[src/rtl/iiea_pkg.sv]
// ----------------------------------------------------------------------------
// iiea_pkg: shared types and codes for the indexed insert/erase array
// Request and response layouts, operation and status codes, and the command
// that the sequencer broadcasts to every storage cell.
// ----------------------------------------------------------------------------
package iiea_pkg;

    // Defaults for the top-level parameters.
    localparam int DEPTH_DEF = 64;
    localparam int WIDTH_DEF = 32;

    // Positions in a cell command cover the full legal range of DEPTH (up to 1024).
    localparam int DEPTH_MAX = 1024;
    localparam int POS_W     = $clog2(DEPTH_MAX + 1);

    // Operation codes carried in the request kind field.
    localparam logic [2:0] K_APPEND = 3'd0;
    localparam logic [2:0] K_POP    = 3'd1;
    localparam logic [2:0] K_INSERT = 3'd2;
    localparam logic [2:0] K_ERASE  = 3'd3;
    localparam logic [2:0] K_READ   = 3'd4;
    localparam logic [2:0] K_CLEAR  = 3'd5;
    localparam logic [2:0] K_RESIZE = 3'd6;
    localparam logic [2:0] K_LAST   = 3'd7;

    // Status codes of a response.
    localparam logic [1:0] ST_OK    = 2'd0;
    localparam logic [1:0] ST_RANGE = 2'd1;
    localparam logic [1:0] ST_FULL  = 2'd2;
    localparam logic [1:0] ST_EMPTY = 2'd3;

    // Cell command codes.
    localparam logic [2:0] OP_NOP  = 3'd0;
    localparam logic [2:0] OP_INS  = 3'd1;
    localparam logic [2:0] OP_DEL  = 3'd2;
    localparam logic [2:0] OP_FILL = 3'd3;
    localparam logic [2:0] OP_READ = 3'd4;

    typedef struct packed {
        logic [2:0]  kind;
        logic [6:0]  position;
        logic [6:0]  end_position;
        logic [6:0]  count;
        logic [31:0] value;
    } t_req;

    typedef struct packed {
        logic [31:0] read_data;
        logic [6:0]  element_count;
        logic [1:0]  status;
    } t_rsp;

    typedef struct packed {
        logic [2:0]       op;
        logic [POS_W-1:0] pos;
        logic [POS_W-1:0] lo;
        logic [POS_W-1:0] hi;
    } t_cell_cmd;

endpackage

[src/rtl/iiea_seq.sv]
// ----------------------------------------------------------------------------
// iiea_seq: request sequencer for the indexed insert/erase array
// Checks each request against the live count, steps the cell chain through
// insert and erase shifts, and holds the response register.
// ----------------------------------------------------------------------------
module iiea_seq import iiea_pkg::*; #(
    parameter int DEPTH = DEPTH_DEF,
    parameter int WIDTH = WIDTH_DEF
) (
    input  logic             i_clk,
    input  logic             i_rst_n,
    input  logic             i_req_valid,
    output logic             o_req_stall,
    input  t_req             i_req,
    input  logic [WIDTH-1:0] i_rd_bus,
    output t_cell_cmd        o_cmd,
    output logic [WIDTH-1:0] o_val,
    output logic             o_rsp_valid,
    input  logic             i_rsp_stall,
    output t_rsp             o_rsp
);

    localparam int CW = $clog2(DEPTH + 1);
    localparam int EW = POS_W + 1;

    localparam logic [1:0] S_IDLE  = 2'd0;
    localparam logic [1:0] S_EXEC  = 2'd1;
    localparam logic [1:0] S_SHIFT = 2'd2;
    localparam logic [1:0] S_DONE  = 2'd3;

    logic [1:0]       r_state, n_state;
    t_req             r_req;
    logic [CW-1:0]    r_count, n_count;
    logic [CW-1:0]    r_steps, n_steps;
    logic [1:0]       r_status, n_status;
    logic [WIDTH-1:0] r_rd, n_rd;
    logic             r_out_valid;
    t_rsp             r_out;
    logic             w_out_free;

    logic [EW-1:0] w_n, w_pos, w_end, w_num, w_depth;

    assign w_n     = EW'(r_count);
    assign w_pos   = EW'(r_req.position);
    assign w_end   = EW'(r_req.end_position);
    assign w_num   = EW'(r_req.count);
    assign w_depth = EW'(DEPTH);

    assign w_out_free  = !r_out_valid || !i_rsp_stall;
    assign o_req_stall = (r_state != S_IDLE);
    assign o_val       = WIDTH'(r_req.value);

    always_comb begin
        n_state  = r_state;
        n_count  = r_count;
        n_steps  = r_steps;
        n_status = r_status;
        n_rd     = r_rd;
        o_cmd    = '{op: OP_NOP, pos: '0, lo: '0, hi: '0};
        case (r_state)
            S_IDLE: begin
                if (i_req_valid) begin
                    n_state = S_EXEC;
                end
            end
            S_EXEC: begin
                n_status = ST_OK;
                n_rd     = '0;
                n_steps  = '0;
                case (r_req.kind)
                    K_APPEND: begin
                        if (w_n >= w_depth) begin
                            n_status = ST_FULL;
                        end else begin
                            o_cmd   = '{op: OP_FILL, pos: '0, lo: POS_W'(w_n),
                                        hi: POS_W'(w_n + EW'(1))};
                            n_count = CW'(w_n + EW'(1));
                        end
                    end
                    K_POP: begin
                        if (w_n == '0) begin
                            n_status = ST_EMPTY;
                        end else begin
                            n_count = CW'(w_n - EW'(1));
                        end
                    end
                    K_INSERT: begin
                        if (w_pos > w_n) begin
                            n_status = ST_RANGE;
                        end else if (w_n + w_num > w_depth) begin
                            n_status = ST_FULL;
                        end else begin
                            n_steps = CW'(w_num);
                            n_count = CW'(w_n + w_num);
                        end
                    end
                    K_ERASE: begin
                        if (w_pos > w_end || w_end > w_n) begin
                            n_status = ST_RANGE;
                        end else begin
                            n_steps = CW'(w_end - w_pos);
                            n_count = CW'(w_n - (w_end - w_pos));
                        end
                    end
                    K_READ: begin
                        if (w_pos >= w_n) begin
                            n_status = ST_RANGE;
                        end else begin
                            o_cmd = '{op: OP_READ, pos: POS_W'(w_pos), lo: '0, hi: '0};
                            n_rd  = i_rd_bus;
                        end
                    end
                    K_CLEAR: begin
                        n_count = '0;
                    end
                    K_RESIZE: begin
                        if (w_num > w_depth) begin
                            n_status = ST_FULL;
                        end else begin
                            // Only cells from the old end up to the new size take the fill value.
                            o_cmd   = '{op: OP_FILL, pos: '0, lo: POS_W'(w_n),
                                        hi: POS_W'(w_num)};
                            n_count = CW'(w_num);
                        end
                    end
                    K_LAST: begin
                        if (w_n == '0) begin
                            n_status = ST_EMPTY;
                        end else begin
                            o_cmd = '{op: OP_READ, pos: POS_W'(w_n - EW'(1)), lo: '0, hi: '0};
                            n_rd  = i_rd_bus;
                        end
                    end
                    default: begin
                        n_status = ST_OK;
                    end
                endcase
                if (n_steps != '0) begin
                    n_state = S_SHIFT;
                end else begin
                    n_state = S_DONE;
                end
            end
            S_SHIFT: begin
                // One single-place shift of the chain per cycle.
                o_cmd   = '{op: (r_req.kind == K_INSERT) ? OP_INS : OP_DEL,
                            pos: POS_W'(r_req.position), lo: '0, hi: '0};
                n_steps = r_steps - CW'(1);
                if (r_steps == CW'(1)) begin
                    n_state = S_DONE;
                end
            end
            S_DONE: begin
                if (w_out_free) begin
                    n_state = S_IDLE;
                end
            end
            default: begin
                n_state = S_IDLE;
            end
        endcase
    end

    always_ff @(posedge i_clk) begin
        if (!i_rst_n) begin
            r_state     <= S_IDLE;
            r_count     <= '0;
            r_steps     <= '0;
            r_out_valid <= 1'b0;
        end else begin
            r_state <= n_state;
            r_count <= n_count;
            r_steps <= n_steps;
            if (r_state == S_DONE && w_out_free) begin
                r_out_valid <= 1'b1;
            end else if (!i_rsp_stall) begin
                r_out_valid <= 1'b0;
            end
        end
    end

    always_ff @(posedge i_clk) begin
        if (r_state == S_IDLE && i_req_valid) begin
            r_req <= i_req;
        end
        r_status <= n_status;
        r_rd     <= n_rd;
        if (r_state == S_DONE && w_out_free) begin
            r_out.read_data     <= 32'(r_rd);
            r_out.element_count <= 7'(r_count);
            r_out.status        <= r_status;
        end
    end

    assign o_rsp_valid = r_out_valid;
    assign o_rsp       = r_out;

`ifndef SYNTHESIS
    a_count_bound: assert property (@(posedge i_clk) disable iff (!i_rst_n)
        r_count <= CW'(DEPTH))
        else $error("live count above capacity");

    a_shift_nonzero: assert property (@(posedge i_clk) disable iff (!i_rst_n)
        r_state == S_SHIFT |-> r_steps != '0)
        else $error("shift state entered with no steps left");

    a_accept_exec: assert property (@(posedge i_clk) disable iff (!i_rst_n)
        (i_req_valid && !o_req_stall) |=> r_state == S_EXEC)
        else $error("accepted request did not start execution");

    a_done_output: assert property (@(posedge i_clk) disable iff (!i_rst_n)
        (r_state == S_DONE && w_out_free) |=> (r_out_valid && r_state == S_IDLE))
        else $error("finished request did not reach the response register");
`endif

endmodule

[config.mk]
export PLATFORM = sky130hd
export DESIGN_NAME = iiea_seq
export DESIGN_NICKNAME = d
export VERILOG_FILES = /design/src/rtl/iiea_pkg.sv /design/src/rtl/iiea_seq.sv
export SDC_FILE = /design/constraint.sdc
export NUM_CORES = 1
export LEC_CHECK = 0
export BUFFER_PORTS_ARGS = -buffer_cell sky130_fd_sc_hd__clkbuf_2
export CAP_MARGIN = 0
export CORE_UTILIZATION = 58
export DETAILED_ROUTE_END_ITERATION = 6
export PLACE_DENSITY = 0.86
export SYNTH_ARGS = -nofsm -noshare
export SYNTH_HDL_FRONTEND = slang
export SYNTH_SLANG_ARGS = --single-unit
[constraint.sdc]
create_clock -name i_clk -period 9.6 [get_ports i_clk]
set_input_delay 0 -clock i_clk [delete_from_list [all_inputs] [get_ports i_clk]]
set_output_delay 0 -clock i_clk [all_outputs]
set_load 0.05 [all_outputs]
After elaboration in Yosys (flattened, before gate mapping)
Cells that the tools add are included.
Storage, ports and cells
  register bits after elaboration: 148
  word-level logic and storage cells: 102
Cells by class
  multiplexer cells: 38
  $lt $le $gt $ge: 7
  add/subtract/negate cells: 6
  eq/ne operators: 21
  reduce and logical (&&, ||, !) cells: 16
Operators by type and width (count)
  $pmux W36 S4: 1
  $mux W36: 2
  $pmux W36 S2: 1
  $mux W35: 2
  $mux W7: 10
  $mux W32: 2
  $pmux W32 S2: 1
  $pmux W7 S6: 1
  $pmux W7 S2: 2
  $gt A7 B7 Y1: 3
  $mux W2: 9
  $ne A2 B2 Y1 const B: 9
  $sub A7 B7 Y7: 2
  $eq A3 B3 Y1 const B: 4
  $gt A12 B7 Y1 const B: 1
  $logic_not A12 Y1: 1
  $pmux W2 S6: 1
  $add A7 B1 Y8 const B: 1
  $add A7 B7 Y8: 1
  $pmux W2 S4: 1
  $reduce_and A8 Y1: 1
  $sub A7 B1 Y8 const B: 1
  $eq A7 B1 Y1 const B: 1
  $ge A7 B7 Y1: 1
  other kinds (19): 29

Longest topological paths before layout
  word-level depth: 9
  depth in mapped cells: 16
  depth with buffers taken out: 16

Worst setup path before layout
OpenSTA, ideal clock, no wires.
  path kind: register to output
  start point: register r_state[1]
  end point: output o_cmd[30] (netlist bit)
  arrival: 4.082 ns
  cell stages (with the launch flop): 8
  required time: 9.600 ns
  setup slack: 5.518 ns
  cell sequence: dfxtp_1 inv_1 ha_1 o211ai_1 or3_1 clkbuf_1 nor3_1 buf_4
RTL lines
  start, declared: RTL line iiea_seq.sv:31  | logic [1:0] r_state, n_state;
  start signal, assigned: RTL line iiea_seq.sv:171  | r_state <= n_state;
  end, declared: RTL line iiea_seq.sv:16  | output t_cell_cmd o_cmd,

==> metrics <==
crit-path cells inv_1, ha_1, a21oi_1, o21ai_0, o41ai_2, nand2_1, o21ai_0, clkbuf_2; Die ar. 13900 um2; CP peak stage delay 780 ps; DR DRC count 0; I/O pin cnt 203; fraction of layout cells with a size suffix above 1 0.267; post-synthesis register bit count 148; EDFF count, synth 131; dpl cell area 8650 um2; Worst-path clk slew 60 ps; WP data required 9600 ps; Max Fclk 275 MHz; Main synth FF type edfxtp_1; Clock Skew 7.38 ps; endpoint class of the critical path output port; HPWL after DPL 13.5 mm; fin crit share 0.378; ys async rst share 0; vias 6428; global-route wire length before repair 32.3 mm; CP bufs+invs 2; max-slew violation count 0; startpoint types flop; Overflow after GRT 0; Clock Tree Buf Depth 2; first-pass iteration count of the detailed router 6; antenna cells 0; largest net degree at the start of global routing 57; WL/cell 18.7 um; largest cells by area after synthesis edfxtp_1 (50%), ha_1 (7.1%), dfxtp_1 (4.4%); LEAKAGE 4.14 nW; Synth Instances 668; fin worst setup slack 5970 ps; Final Critical Period 3630 ps; FP Rows 42; top-area cell type share of the netlist area 0.504; Tot GR Track Use 0.302; Critical Path Fanout Max 14; H-tree Lvls 4; DRT iter0 DRCs 724; register area share after synthesis 0.548; Post-Layout Inst Area 10100 um2; Placed Instances 987; worst-margin pin slew 1080 ps; Yosys cell types 71; Cell Area, Synth 7800 um2; die width 118 um; maximum VDD drop 170 uV; fin nets 1059; max_slew headroom 0.276; antenna-violating nets left 0; Yosys top cell by area edfxtp_1; TritonCTS clock tree built; vias per inst 5.80; final hold vios 0; most numerous cell in the Yosys netlist edfxtp_1; worst-skew pair later-pin latency 420 ps; Crit-path slowest cell o41ai_2; TritonCTS buffer count 17; Final Non-Filler Cells 1109; DP Worst Slack 6040 ps; status finished, final reports clean; global placement routability congestion 1.04; most frequent cells after synthesis edfxtp_1 (131), buf_4 (45), ha_1 (44); Avg Inst Size Synth 11.7 um2; power density cells 281 nW/um2; HP Class in2reg; clk sinks 148; final setup vio count 0; final wirelength 20.8 mm; Syn-to-layout area delta 29.8%; RSZ-0062 raised after global routing false; critical path type reg2out; Initial Utilization 0.592; Util after Layout 0.768; Core ar. 13200 um2; initial antenna violation count 0; Worst path top cell family by delay compound AO/OA/AOI/OAI gates; total power 2.85 mW; port bufs 194; Worst path most repeated cell o21ai_0; vias in the first global route 6272; Max Cap Viol 0; WP data arrival 3630 ps; final setup TNS 0 ps; Die Height 118 um; postcts setup bufs 0; Root Driver clkbuf_16; yosys warns 0; worst hold margin 117 ps
-- cells in the final DEF (no fill, tap or decap), types with 4 or more instances in the layout --
cell	instances
a211oi_1	5
a21o_1	4
a21oi_1	31
a221oi_1	10
a22oi_1	7
and2_1	38
and3_1	6
buf_4	4
clkbuf_16	17
clkbuf_2	194
clkinv_1	5
conb_1	8
dfxtp_1	17
dlygate4sd3_1	90
edfxtp_1	131
ha_1	43
inv_1	33
nand2_1	37
nand2b_1	5
nand3_1	13
nor2_1	41
nor2b_1	11
nor3_1	20
nor3b_1	4
nor4_1	6
o211ai_1	6
o21a_1	7
o21ai_0	31
o22ai_1	6
xnor2_1	13
xor2_1	4
-- tightest hold or removal path, stage by stage --
cell and delay, ps:
clkbuf_2 80, nor2_1 80, a221o_1 180, mux2i_1 90
nor2_1 70
-- kinds of logic (layout without fill, tap and decap cells) --
kind of cell	after synthesis	in the layout	synth area share
fa+ha+maj	47	47	0.0783
compound gates	155	155	0.146
mux	4	4	0.00690
simple gates	197	197	0.131
flops	148	148	0.548
other cells	1	8	0.000481
xor+xnor	17	17	0.0191
buf+inv	99	357	0.0702
-- flip-flops by register name, summed over array words and instances (netlist names) --
name and flops:
o_rsp 41, o_rsp_valid 1, o_val 32, r_count 7
r_rd 32, r_req 24, r_state 2, r_status 2
r_steps 7
-- timing repair --
action / 4_1_cts / 5_1_grt
resized for setup: 0 / 0
setup endpoints to repair: 0 / 0
hold endpoints to repair: 96 / 0
hold buffers: 90 / 0
-- final cells by class --
type	instances	area [um2]
timing repair buffer	288	1900
tap	176	220
clock buffer	20	437
sequential	148	4270
multi-input combinational	428	3030
fill	828	3060
clock inverter	12	131
inverter	37	139
-- path summary, 6_finish.rpt --
check | startpoint | to | slack, ps | cells past startpoint
hold / removal | i_req_valid | r_state[1] | 120 | 5
hold reg to reg | r_status[0] | o_rsp[0] | 420 | 0
setup reg to reg | r_req[47] | r_count[6] | 5980 | 15
setup / recovery | r_count[6] | o_cmd[24] | 5970 | 8
-- power by group --
group          total (mW)  internal [mW]  switching, mW
Sequential           1.03          0.903          0.123
Combinational        1.18          0.398          0.782
Clock               0.642          0.383          0.259
Total                2.85           1.68           1.16
-- routing by layer --
layer | up-vias | share of wire | global-route usage
li1 | 2954 | - | -
met1 | 3011 | 0.40 | 0.385
met2 | 389 | 0.47 | 0.479
met3 | 74 | 0.094 | 0.0727
met4 | 0 | 0.040 | 0.159
met5 | - | 0 | 0.0110
Power figures use the tool's default switching activity.
