File: config.mk
export PLATFORM = sky130hd
export DESIGN_NAME = iiea_cell
export DESIGN_NICKNAME = d
export VERILOG_FILES = /design/src/rtl/iiea_pkg.sv /design/src/rtl/iiea_cell.sv
export SDC_FILE = /design/constraint.sdc
export NUM_CORES = 1
export LEC_CHECK = 0
export ABC_CLOCK_PERIOD_IN_PS = 4100
export BUFFER_PORTS_ARGS = -buffer_cell sky130_fd_sc_hd__buf_2
export CAP_MARGIN = 20
export CORE_AREA = 2 2 77 79
export CTS_CLUSTER_DIAMETER = 150
export DETAILED_ROUTE_END_ITERATION = 6
export DIE_AREA = 0 0 79 81
export GPL_ROUTABILITY_DRIVEN = 0
export PLACE_DENSITY_LB_ADDON = 0.08
export REMOVE_ABC_BUFFERS = 1
export SLEW_MARGIN = 40
export SYNTH_ARGS = -nofsm -noshare
export SYNTH_HDL_FRONTEND = slang
export SYNTH_SLANG_ARGS = --single-unit
File: constraint.sdc
create_clock -name i_clk -period 4.1 [get_ports i_clk]
set_clock_uncertainty 0.05 [all_clocks]
set_input_delay 0 -clock i_clk [delete_from_list [all_inputs] [get_ports i_clk]]
set_output_delay 0 -clock i_clk [all_outputs]
set_load 0.05 [all_outputs]
File: src/rtl/iiea_pkg.sv
// ----------------------------------------------------------------------------
// iiea_pkg: shared types and codes for the indexed insert/erase array
// Request and response layouts, operation and status codes, and the command
// that the sequencer broadcasts to every storage cell.
// ----------------------------------------------------------------------------
package iiea_pkg;

    // Defaults for the top-level parameters.
    localparam int DEPTH_DEF = 64;
    localparam int WIDTH_DEF = 32;

    // Positions in a cell command cover the full legal range of DEPTH (up to 1024).
    localparam int DEPTH_MAX = 1024;
    localparam int POS_W     = $clog2(DEPTH_MAX + 1);

    // Operation codes carried in the request kind field.
    localparam logic [2:0] K_APPEND = 3'd0;
    localparam logic [2:0] K_POP    = 3'd1;
    localparam logic [2:0] K_INSERT = 3'd2;
    localparam logic [2:0] K_ERASE  = 3'd3;
    localparam logic [2:0] K_READ   = 3'd4;
    localparam logic [2:0] K_CLEAR  = 3'd5;
    localparam logic [2:0] K_RESIZE = 3'd6;
    localparam logic [2:0] K_LAST   = 3'd7;

    // Status codes of a response.
    localparam logic [1:0] ST_OK    = 2'd0;
    localparam logic [1:0] ST_RANGE = 2'd1;
    localparam logic [1:0] ST_FULL  = 2'd2;
    localparam logic [1:0] ST_EMPTY = 2'd3;

    // Cell command codes.
    localparam logic [2:0] OP_NOP  = 3'd0;
    localparam logic [2:0] OP_INS  = 3'd1;
    localparam logic [2:0] OP_DEL  = 3'd2;
    localparam logic [2:0] OP_FILL = 3'd3;
    localparam logic [2:0] OP_READ = 3'd4;

    typedef struct packed {
        logic [2:0]  kind;
        logic [6:0]  position;
        logic [6:0]  end_position;
        logic [6:0]  count;
        logic [31:0] value;
    } t_req;

    typedef struct packed {
        logic [31:0] read_data;
        logic [6:0]  element_count;
        logic [1:0]  status;
    } t_rsp;

    typedef struct packed {
        logic [2:0]       op;
        logic [POS_W-1:0] pos;
        logic [POS_W-1:0] lo;
        logic [POS_W-1:0] hi;
    } t_cell_cmd;

endpackage

File: src/rtl/iiea_cell.sv
// ----------------------------------------------------------------------------
// iiea_cell: one storage cell of the element chain
// Holds one element and, on command, takes its left neighbor, its right
// neighbor or the request value, or drives its element onto the read bus.
// ----------------------------------------------------------------------------
module iiea_cell import iiea_pkg::*; #(
    parameter int WIDTH = WIDTH_DEF,
    parameter int IDX   = 0
) (
    input  logic             i_clk,
    input  t_cell_cmd        i_cmd,
    input  logic [WIDTH-1:0] i_val,
    input  logic [WIDTH-1:0] i_left,
    input  logic [WIDTH-1:0] i_right,
    output logic [WIDTH-1:0] o_data,
    output logic [WIDTH-1:0] o_rd
);

    localparam logic [POS_W-1:0] MY_POS = POS_W'(IDX);

    logic [WIDTH-1:0] r_data;
    logic [WIDTH-1:0] n_data;

    always_comb begin
        n_data = r_data;
        case (i_cmd.op)
            OP_INS: begin
                // Cells above the insert point move up by one; the insert point takes the value.
                if (MY_POS > i_cmd.pos) begin
                    n_data = i_left;
                end else if (MY_POS == i_cmd.pos) begin
                    n_data = i_val;
                end
            end
            OP_DEL: begin
                if (MY_POS >= i_cmd.pos) begin
                    n_data = i_right;
                end
            end
            OP_FILL: begin
                if (MY_POS >= i_cmd.lo && MY_POS < i_cmd.hi) begin
                    n_data = i_val;
                end
            end
            default: begin
                n_data = r_data;
            end
        endcase
    end

    always_ff @(posedge i_clk) begin
        r_data <= n_data;
    end

    assign o_data = r_data;
    assign o_rd   = (i_cmd.op == OP_READ && MY_POS == i_cmd.pos) ? r_data : '0;

endmodule

Yosys cells after proc, flatten, opt, wreduce, memory -nomap -nowiden
Index checks and enable logic that the tools add are counted.

Flip-flop bits (word level): 32. Latch bits: 0. RAM bits: 0. ROM bits: 0. Input port bits: 133. Word-level logic and storage cells: 23. Memories kept: 0.

Add/sub/neg operators: 0. Multiply operators: 0. Divide/modulo/power cells: 0. Order comparisons: 4. Equal/unequal tests: 7. Shift-type cells: 0. Multiplexer cells: 6. Bitwise gates (word level): 0. Reduce and logical (&&, ||, !) cells: 5.

Operators by type and width (count): two-way mux 32 bit (5); case mux 32 bit (3 select lines) (1); greater-or-equal comparator 1 x 11 -> 1 bit (first input constant) (2); greater-than comparator 1 x 11 -> 1 bit (first input constant) (1); zero test 11 bit (1); less-than comparator 1 x 11 -> 1 bit (first input constant) (1); == test 3 x 2 -> 1 bit (second input constant) (2); != test 2 bit (second input constant) (2); AND reduction 4 bit (1); == test 3 x 1 -> 1 bit (second input constant) (1); == test 3 bit (second input constant) (1); != test 3 bit (second input constant) (1); nonzero test 3 bit (1); logical AND 1 bit (2).

Depth between registers and ports, before layout
Gate-level depths: netlist of the first run.

Depth in word-level cells: 4. Gate-level depth with buffers: 4. Mapped depth without buffers: 3.

Worst setup path after synthesis of the first run
Ideal clock, no wire load.

Kind: in2reg. From: input port i_cmd[25] (netlist bit). To: register r_data[0], in the netlist o_data[0], enable pin. Setup time: 472 ps. Arrival time: 2920 ps. Required time: 3578 ps. Slack: 658 ps. Cell stages on the path: 3. Cells stage by stage: nor4_2 -> nand3_1 -> o32ai_1.

Word-level cells in the longest chain between the ends: 3.

Ends and longest elaborated chain: start: declaration (line iiea_cell.sv:11) `input t_cell_cmd i_cmd,`; greater-than comparator 1 x 11 -> 1 bit (tied with other cells) (line iiea_cell.sv:29) `if (MY_POS > i_cmd.pos) begin`; != test 3 bit (no source line) / != test 2 bit (equally long branches); AND reduction 4 bit (no source line) *; end signal: assignment (line iiea_cell.sv:52) `r_data <= n_data;`; end: declaration (line iiea_cell.sv:21) `logic [WIDTH-1:0] r_data;`.

Mark *: on every way between the ends. The rest lies on a longest branch, timed or not. A chain may end at the register's enable or synchronous reset.

Worst setup path in the final report of the first run
From: input port i_cmd[35] (netlist bit). To: register r_data[18], in the netlist o_data[18] (data pin).

Word-level cells in the longest chain between the ends: 2.

Ends and longest elaborated chain: == test 3 x 2 -> 1 bit / == test 3 x 1 -> 1 bit (equally long branches) (line iiea_cell.sv:26) `case (i_cmd.op)`; case mux 32 bit (3 select lines) * (line iiea_cell.sv:26); named net n_data[18] (line iiea_cell.sv:22) `logic [WIDTH-1:0] n_data;`.

The timed path passes the listed nets; every way through them passes the cells marked *.

==> results.md, run 1 <==
- Leaving out fill and tap cells, the most frequent cell in the layout is sky130_fd_sc_hd__buf_2.
- The first-pass GRT wire length is 7790 µm.
- The static leakage power is 0.001557 µW.
- The root buffer cell chosen for the clock tree is sky130_fd_sc_hd__clkbuf_8.
- The synthesized design contains 32 register bits.
- The die boundary width is 79 µm.
- After detailed routing, the total wire length is 5115 µm.
- The H-tree generated during clock tree synthesis spans 2 levels.
- Across the VDD grid, the largest voltage drop is 0.0001270 V.
- The endpoint kind of the worst setup timing path is a flop.
- The post-CTS clock slew at the launch and capture registers of the worst setup and hold paths is 0.06 ns.
- The nature of the critical path startpoint is an input port.
- For this run, the post-layout net count is 485.
- The number of max-cap violations is 0.
- The data required time of the worst path is 4.07 ns.
- For the worst setup path, the data arrival time is 1.97 ns.
- The number of antenna diodes is 0.
- The floorplan has 28 rows.
- In this run the power density over the cells is 217.6 nW/µm².
- In the global route stage, overall resource usage came out at 15.76%.
- Clock tree synthesis inserted a total of 5 buffers.
- In the layout the commonest cells are 164 x sky130_fd_sc_hd__buf_2, 64 x sky130_fd_sc_hd__dlygate4sd3_1, 32 x sky130_fd_sc_hd__and2_1, 32 x sky130_fd_sc_hd__edfxtp_1, 28 x sky130_fd_sc_hd__mux2_2.
- The full die area is 6399 µm².
- For this run the aggregate overflow at the end of global routing stands at 0.
- The core region is 5675 µm².
- During I/O placement, the number of pins put on the boundary was 197.
- The final cell utilization of the core is 58.95%.
- The register with the most flip-flops in the layout has 32 of them.
- During synthesis, Yosys emitted a total of 0 warnings.
- After routing, the total negative slack on setup checks comes to 0 ns.
- Setup repair after global routing left no endpoint under its margin.
- The min-delay analysis places its worst path in the category in -> reg.
- The number of global-route vias before repair is 1814.
- In the synthesized netlist, the number of instances is 120.
- Once detail routing completed, the nets flagged for antenna violations numbered 0.
- The TritonCTS clock tree is done.
- The largest driver fanout on the critical path is 17.
- The final setup violation count is 0.
- For this block, the initial DRC count from the detailed router was 67.
- The wire length per cell after detailed routing is 11.95 µm.
- The final critical delay including setup and external delays is 1.995 ns.
- The kind of critical path is in -> reg.
- The max-slew violation count is 0.
- The height of the die is 81 µm.
- The number of buffers on the longest clock path is 2.
- The average instance in the mapped netlist occupies 14.47 µm².
- The netlist uses 18 different library cells.
- The number of antenna violations at the first check in global routing is 0.
- The sequential area share after synthesis is 55.33%.
- For this block, the via count after detailed routing is 1858.
- The number of gates resized after CTS is 0.
- The hold violation total from the final report is 0.
- The wire-length estimate of the detail-placed layout is 3658 µm.
- The post-synthesis instance area is 1737 µm².
- The number of design rule violations left after detail routing is 0.
- Cells with a size suffix above 1 make up 58.07% of the layout.
- The flow ran to the end, and the final reports show no timing, DRC or antenna violations.
- At the pin with the least slew margin, the transition time is 0.4187 ns.
- The peak clock frequency supported by timing is 501.3 MHz.
- Dividing the detail-routed via count by the number of cells gives 4.341.
- The total iterations of the first detailed-routing run is 4.
- The worst max-slew margin expressed relative to the limit is 72.09%.
- The area growth from synthesis to layout is 92.65%.
- The final critical path takes up 48.66% of the cycle.
- Port buffering added 164 buffers.
- The hold buffer count at CTS is 64.
- Once the clock tree was built, the setup fixing pass inserted 0 buffers.
- The clock drives 32 sinks.
- Entering global routing, the biggest net connects 33 pins.
- Once the floorplan was initialized, standard cells occupied 30.60% of the core.
-- worst max-delay path, stage by stage --
cell and delay [ns]:
sky130_fd_sc_hd__buf_2 0.15, sky130_fd_sc_hd__nor3b_4 0.33, sky130_fd_sc_hd__buf_4 0.27, sky130_fd_sc_hd__buf_4 0.28, sky130_fd_sc_hd__mux2_2 0.36, sky130_fd_sc_hd__dlygate4sd3_1 0.56
-- power breakdown --
part,internal [µW],switching [µW]
Clock,118,108
Combinational,103,37.1
Sequential,362,0.0376
Total,583,145
-- synth_stat cells --
library cell,number,share of area [%]
sky130_fd_sc_hd__mux2_1,4,2.6
sky130_fd_sc_hd__o32ai_1,1,0.50
sky130_fd_sc_hd__nor3b_4,1,1.1
sky130_fd_sc_hd__nor4b_1,2,1.0
sky130_fd_sc_hd__and2_1,32,12
sky130_fd_sc_hd__nor4_1,3,1.1
sky130_fd_sc_hd__mux2_2,28,18
sky130_fd_sc_hd__and4_4,1,0.65
sky130_fd_sc_hd__nor3b_1,1,0.43
sky130_fd_sc_hd__and3_1,1,0.36
sky130_fd_sc_hd__nand4_1,1,0.36
sky130_fd_sc_hd__nor4_2,2,1.4
sky130_fd_sc_hd__nor2_1,1,0.22
sky130_fd_sc_hd__edfxtp_1,32,55
sky130_fd_sc_hd__nand3_1,1,0.29
sky130_fd_sc_hd__nor3_1,2,0.58
sky130_fd_sc_hd__buf_6,6,3.9
sky130_fd_sc_hd__xnor2_1,1,0.50
-- logic make-up (layout without fill, tap and decap cells) --
group | after synthesis | in the layout | share of synthesized area, %
AND/OR/NAND/NOR | 48 | 48 | 19.02
flip-flops | 32 | 32 | 55.33
multiplexers | 32 | 32 | 20.75
XOR/XNOR | 1 | 1 | 0.5044
AO/OA/AOI/OAI | 1 | 1 | 0.5044
buffers and inverters | 6 | 239 | 3.890
-- final cells by class --
type	instances	area [µm²]
clock buffer	7	76.32
clock inverter	1	3.754
fill	532	2330
multi-input combinational	82	726.9
sequential	32	960.9
tap	75	93.84
timing repair buffer	231	1484
-- path summary, 6_finish.rpt --
kind,from,endpoint,cells past startpoint
min,i_cmd[35],o_data[12]$_DFFE_PP_,3
max,i_cmd[35],o_data[18]$_DFFE_PP_,6
-- metrics by stage --
step	worst slack (ns)	hold WS [ns]	total power, µW	cells	instance area [µm²]
after floorplan	0.6577	0.1509	399.2	114	1669
after global routing	2.016	0.4686	759.8	428	3346
final	2.105	0.4287	728.0	428	3346
after global placement	2.114	0.2356	450.7	355	2618
after CTS	1.854	0.4301	736.7	427	3338
after detailed placement	2.101	0.2454	452.7	355	2618
-- per-layer routing --
layer  GRT usage [%]  wire length, µm  share of wire, %  up-vias
li1                -                -                 -      911
met1           14.85             1711                33      850
met2           33.56             2931                57       90
met3           3.111              413               8.1        7
met4           4.655               59               1.2        0
met5               0                0                 0        -
(Power assumes the default switching activity.)
==> run 2, diff against run 1 <==
--- a/config.mk
+++ b/config.mk
@@ -5,7 +5,7 @@
 export SDC_FILE = /design/constraint.sdc
 export NUM_CORES = 1
 export LEC_CHECK = 0
-export ABC_CLOCK_PERIOD_IN_PS = 4100
+export ABC_CLOCK_PERIOD_IN_PS = 2060
 export BUFFER_PORTS_ARGS = -buffer_cell sky130_fd_sc_hd__buf_2
 export CAP_MARGIN = 20
 export CORE_AREA = 2 2 77 79
==> constraint.sdc (replaced) <==
create_clock -name i_clk -period 2.06 [get_ports i_clk]
set_clock_uncertainty 0.05 [all_clocks]
set_input_delay 0 -clock i_clk [delete_from_list [all_inputs] [get_ports i_clk]]
set_output_delay 0 -clock i_clk [all_outputs]
set_load 0.05 [all_outputs]
==> run 2 against run 1 <==
Effect of this change: total power rose by 98%; sequential power up 99%; highest routed layer unchanged; sequential share of layout area fell by 0.15 points; largest cell class unchanged; setup slack got worse by 1.8 ns; first-iteration DRC count shrank 18%; combinational power grew 99%; critical path depth decreased by 1; final area up 0.52%; routed wire length fell by 1.7%; clock-buffer cell count unchanged; die area unchanged.
==> results.md, run 2 (synthesized netlist as in run 1, its figures left out) <==
- The nature of the critical path startpoint is an input port.
- The met2 global-route usage is 32.20% (-1.4 points).
- The largest net degree at the start of global routing is 33 (unchanged).
- The power density normalized to cell area was 428.6 nW/µm² (+97%).
- The peak clock frequency supported by timing is 562.3 MHz.
- The post-layout instance count excluding filler cells is 427 (-0.23%).
- The actual transition at the worst max-transition pin is 0.4279 ns (+0.009195 ns).
- The global routing met3 resource utilization is 3.333% (+0.22 points).
- The detail-routed via count per cell is 4.319 (-0.52%).
- The TritonCTS clock tree is done.
- The post-CTS clock slew at the launch and capture registers of the worst setup and hold paths is 0.06 ns (about the same).
- The data required time of the worst path came to 2.03 ns (-2.04 ns).
- The post-route clock period utilization is 86.32%.
- The busiest layer in global routing is met2.
- The setup slack after layout is 0.2817 ns (-1.823 ns).
- The cell total after placement is 355 (unchanged).
- The area inside the core boundary came to 5675 µm² (unchanged).
- The number of fill cells is 535 (+0.56%).
- In the layout the commonest cells are 164 x sky130_fd_sc_hd__buf_2, 64 x sky130_fd_sc_hd__dlygate4sd3_1, 32 x sky130_fd_sc_hd__and2_1, 32 x sky130_fd_sc_hd__edfxtp_1, 28 x sky130_fd_sc_hd__mux2_2.
- The kind of critical path is in -> reg.
- The flip-flop count of the largest register after layout is 32 (unchanged).
- The full die area is 6399 µm² (unchanged).
- The number of nets still failing antenna checks after routing is 0 (unchanged).
- The hold violation total from the final report is 0 (unchanged).
- The die boundary width is 79 µm (unchanged).
- The global-route total usage across every layer is 14.94% (-0.82 points).
- The level count of the clock H-tree is 2 (unchanged).
- The number of placed I/O pins is 197 (unchanged).
- The final critical delay including setup and external delays is 1.778 ns.
- The critical path arrival is 1.74 ns (-0.23 ns).
- The clock net sink count is 32 (unchanged).
- The footprint of the multi-input gates came to 726.9 µm² (unchanged).
- The number of clock buffers inserted by TritonCTS was 5 (unchanged).
- The root buffer cell chosen for the clock tree is sky130_fd_sc_hd__clkbuf_8.
- The share of layout cells above drive strength 1 is 57.95% (-0.12 points).
- The number of antenna violations at the first check in global routing is 0 (unchanged).
- The static leakage power is 0.001557 µW (about the same).
- The met1 usage came to 13.62% (-1.2 points).
- The number of max-cap violations is 0 (unchanged).
- The min-delay analysis places its worst path in the category in -> reg.
- The number of antenna diodes came to 0 (unchanged).
- The number of global-route vias before repair is 1794 (-1.1%).
- The overall power is 1441 µW (+98%).
- The largest driver fanout on the critical path is 27 (+10).
- The worst slack at placement is 0.5064 ns (-1.595 ns).
- The number of design rule violations left after detail routing came to 0 (unchanged).
- The half-perimeter wire length after detailed placement is 3580 µm (-2.1%).
- The register cell area after layout is 960.9 µm² (unchanged).
- The total negative slack for setup checks is 0 ns (unchanged).
- The worst max-slew margin expressed relative to the limit is 71.45% (-0.64 points).
- The total iterations of the first detailed-routing run is 4 (unchanged).
- The row count was 28 (unchanged).
- The final cell utilization of the core was 59.26% (+0.31 points).
- The area growth from synthesis to layout is 93.66%.
- The overflow left after global routing was 0 (unchanged).
- Leaving out fill and tap cells, the most frequent cell in the layout is sky130_fd_sc_hd__buf_2.
- The first-pass GRT wire length was 7417 µm (-4.8%).
- The max-slew violation count is 0 (unchanged).
- The number of buffer cells added on primary ports is 164 (unchanged).
- The buffers inserted during post-CTS setup optimization is 0 (unchanged).
- The height of the die was 81 µm (unchanged).
- The net count reported at finish came to 484 (-0.21%).
- The maximum VDD drop was 0.0002222 V (+75%).
- The final setup violation count was 0 (unchanged).
- The via count is 1844 (-0.75%).
- The post-detailed-routing wire length is 5029 µm (-1.7%).
- The worst setup path is captured at a flop.
- The initial standard-cell utilization of the core is 30.60% (unchanged).
- The wire length per cell after detailed routing came to 11.78 µm (-1.5%).
- The number of buffers on the longest clock path is 2 (unchanged).
- Setup repair after global routing left no endpoint under its margin.
- The violation count after the first detailed-route iteration came to 55 (-18%).
- The run finished with clean final reports.
run 2: cell count changes in the layout (fill, tap and decap cells not counted):
cell	previous run	this run
sky130_fd_sc_hd__buf_12	0	2
sky130_fd_sc_hd__buf_4	3	0
run 2: worst max-delay path, cell delays in order:
cell and delay, ns:
sky130_fd_sc_hd__buf_2 0.15, sky130_fd_sc_hd__nor3b_4 0.42, sky130_fd_sc_hd__buf_12 0.25, sky130_fd_sc_hd__mux2_2 0.35
sky130_fd_sc_hd__dlygate4sd3_1 0.57
run 2: layout make-up:
class	count	share of cell area, %
sequential	32	28.57
multi-input combinational	82	21.61
timing repair buffer	230	44.64
tap	75	2.790
clock buffer	7	2.269
clock inverter	1	0.1116
run 2: report_power, final:
part	switching, µW	internal, µW
Combinational	72.7	206
Clock	208	235
Sequential	0.0751	720
run 2: layer usage:
metal	vias up	part of all wire, %
met2	91	57
met3	2	7.8
li1	908	-
met1	843	34
met5	-	0
met4	0	0.58
run 2: metrics by stage:
step / instance area (µm²) / hold WS [ns]
2_1_floorplan: 1669 / 0.1509
3_3_place_gp: 2643 / 0.2367
3_5_place_dp: 2643 / 0.2370
4_1_cts: 3363 / 0.3295
5_1_grt: 3363 / 0.3305
6_report: 3363 / 0.3303
run 2: final timing paths:
check	startpoint	endpoint	slack (ns)	cells after the start
min	i_cmd[35]	o_data[26]$_DFFE_PP_	0.33	3
max	i_cmd[35]	o_data[16]$_DFFE_PP_	0.28	5
run 2: timing repair:
action | 4_1_cts | 5_1_grt
endpoints found under the hold margin | 32 | 0
hold buffers | 64 | 0
gates resized for setup | 0 | 0
endpoints found under the setup margin | 0 | 0
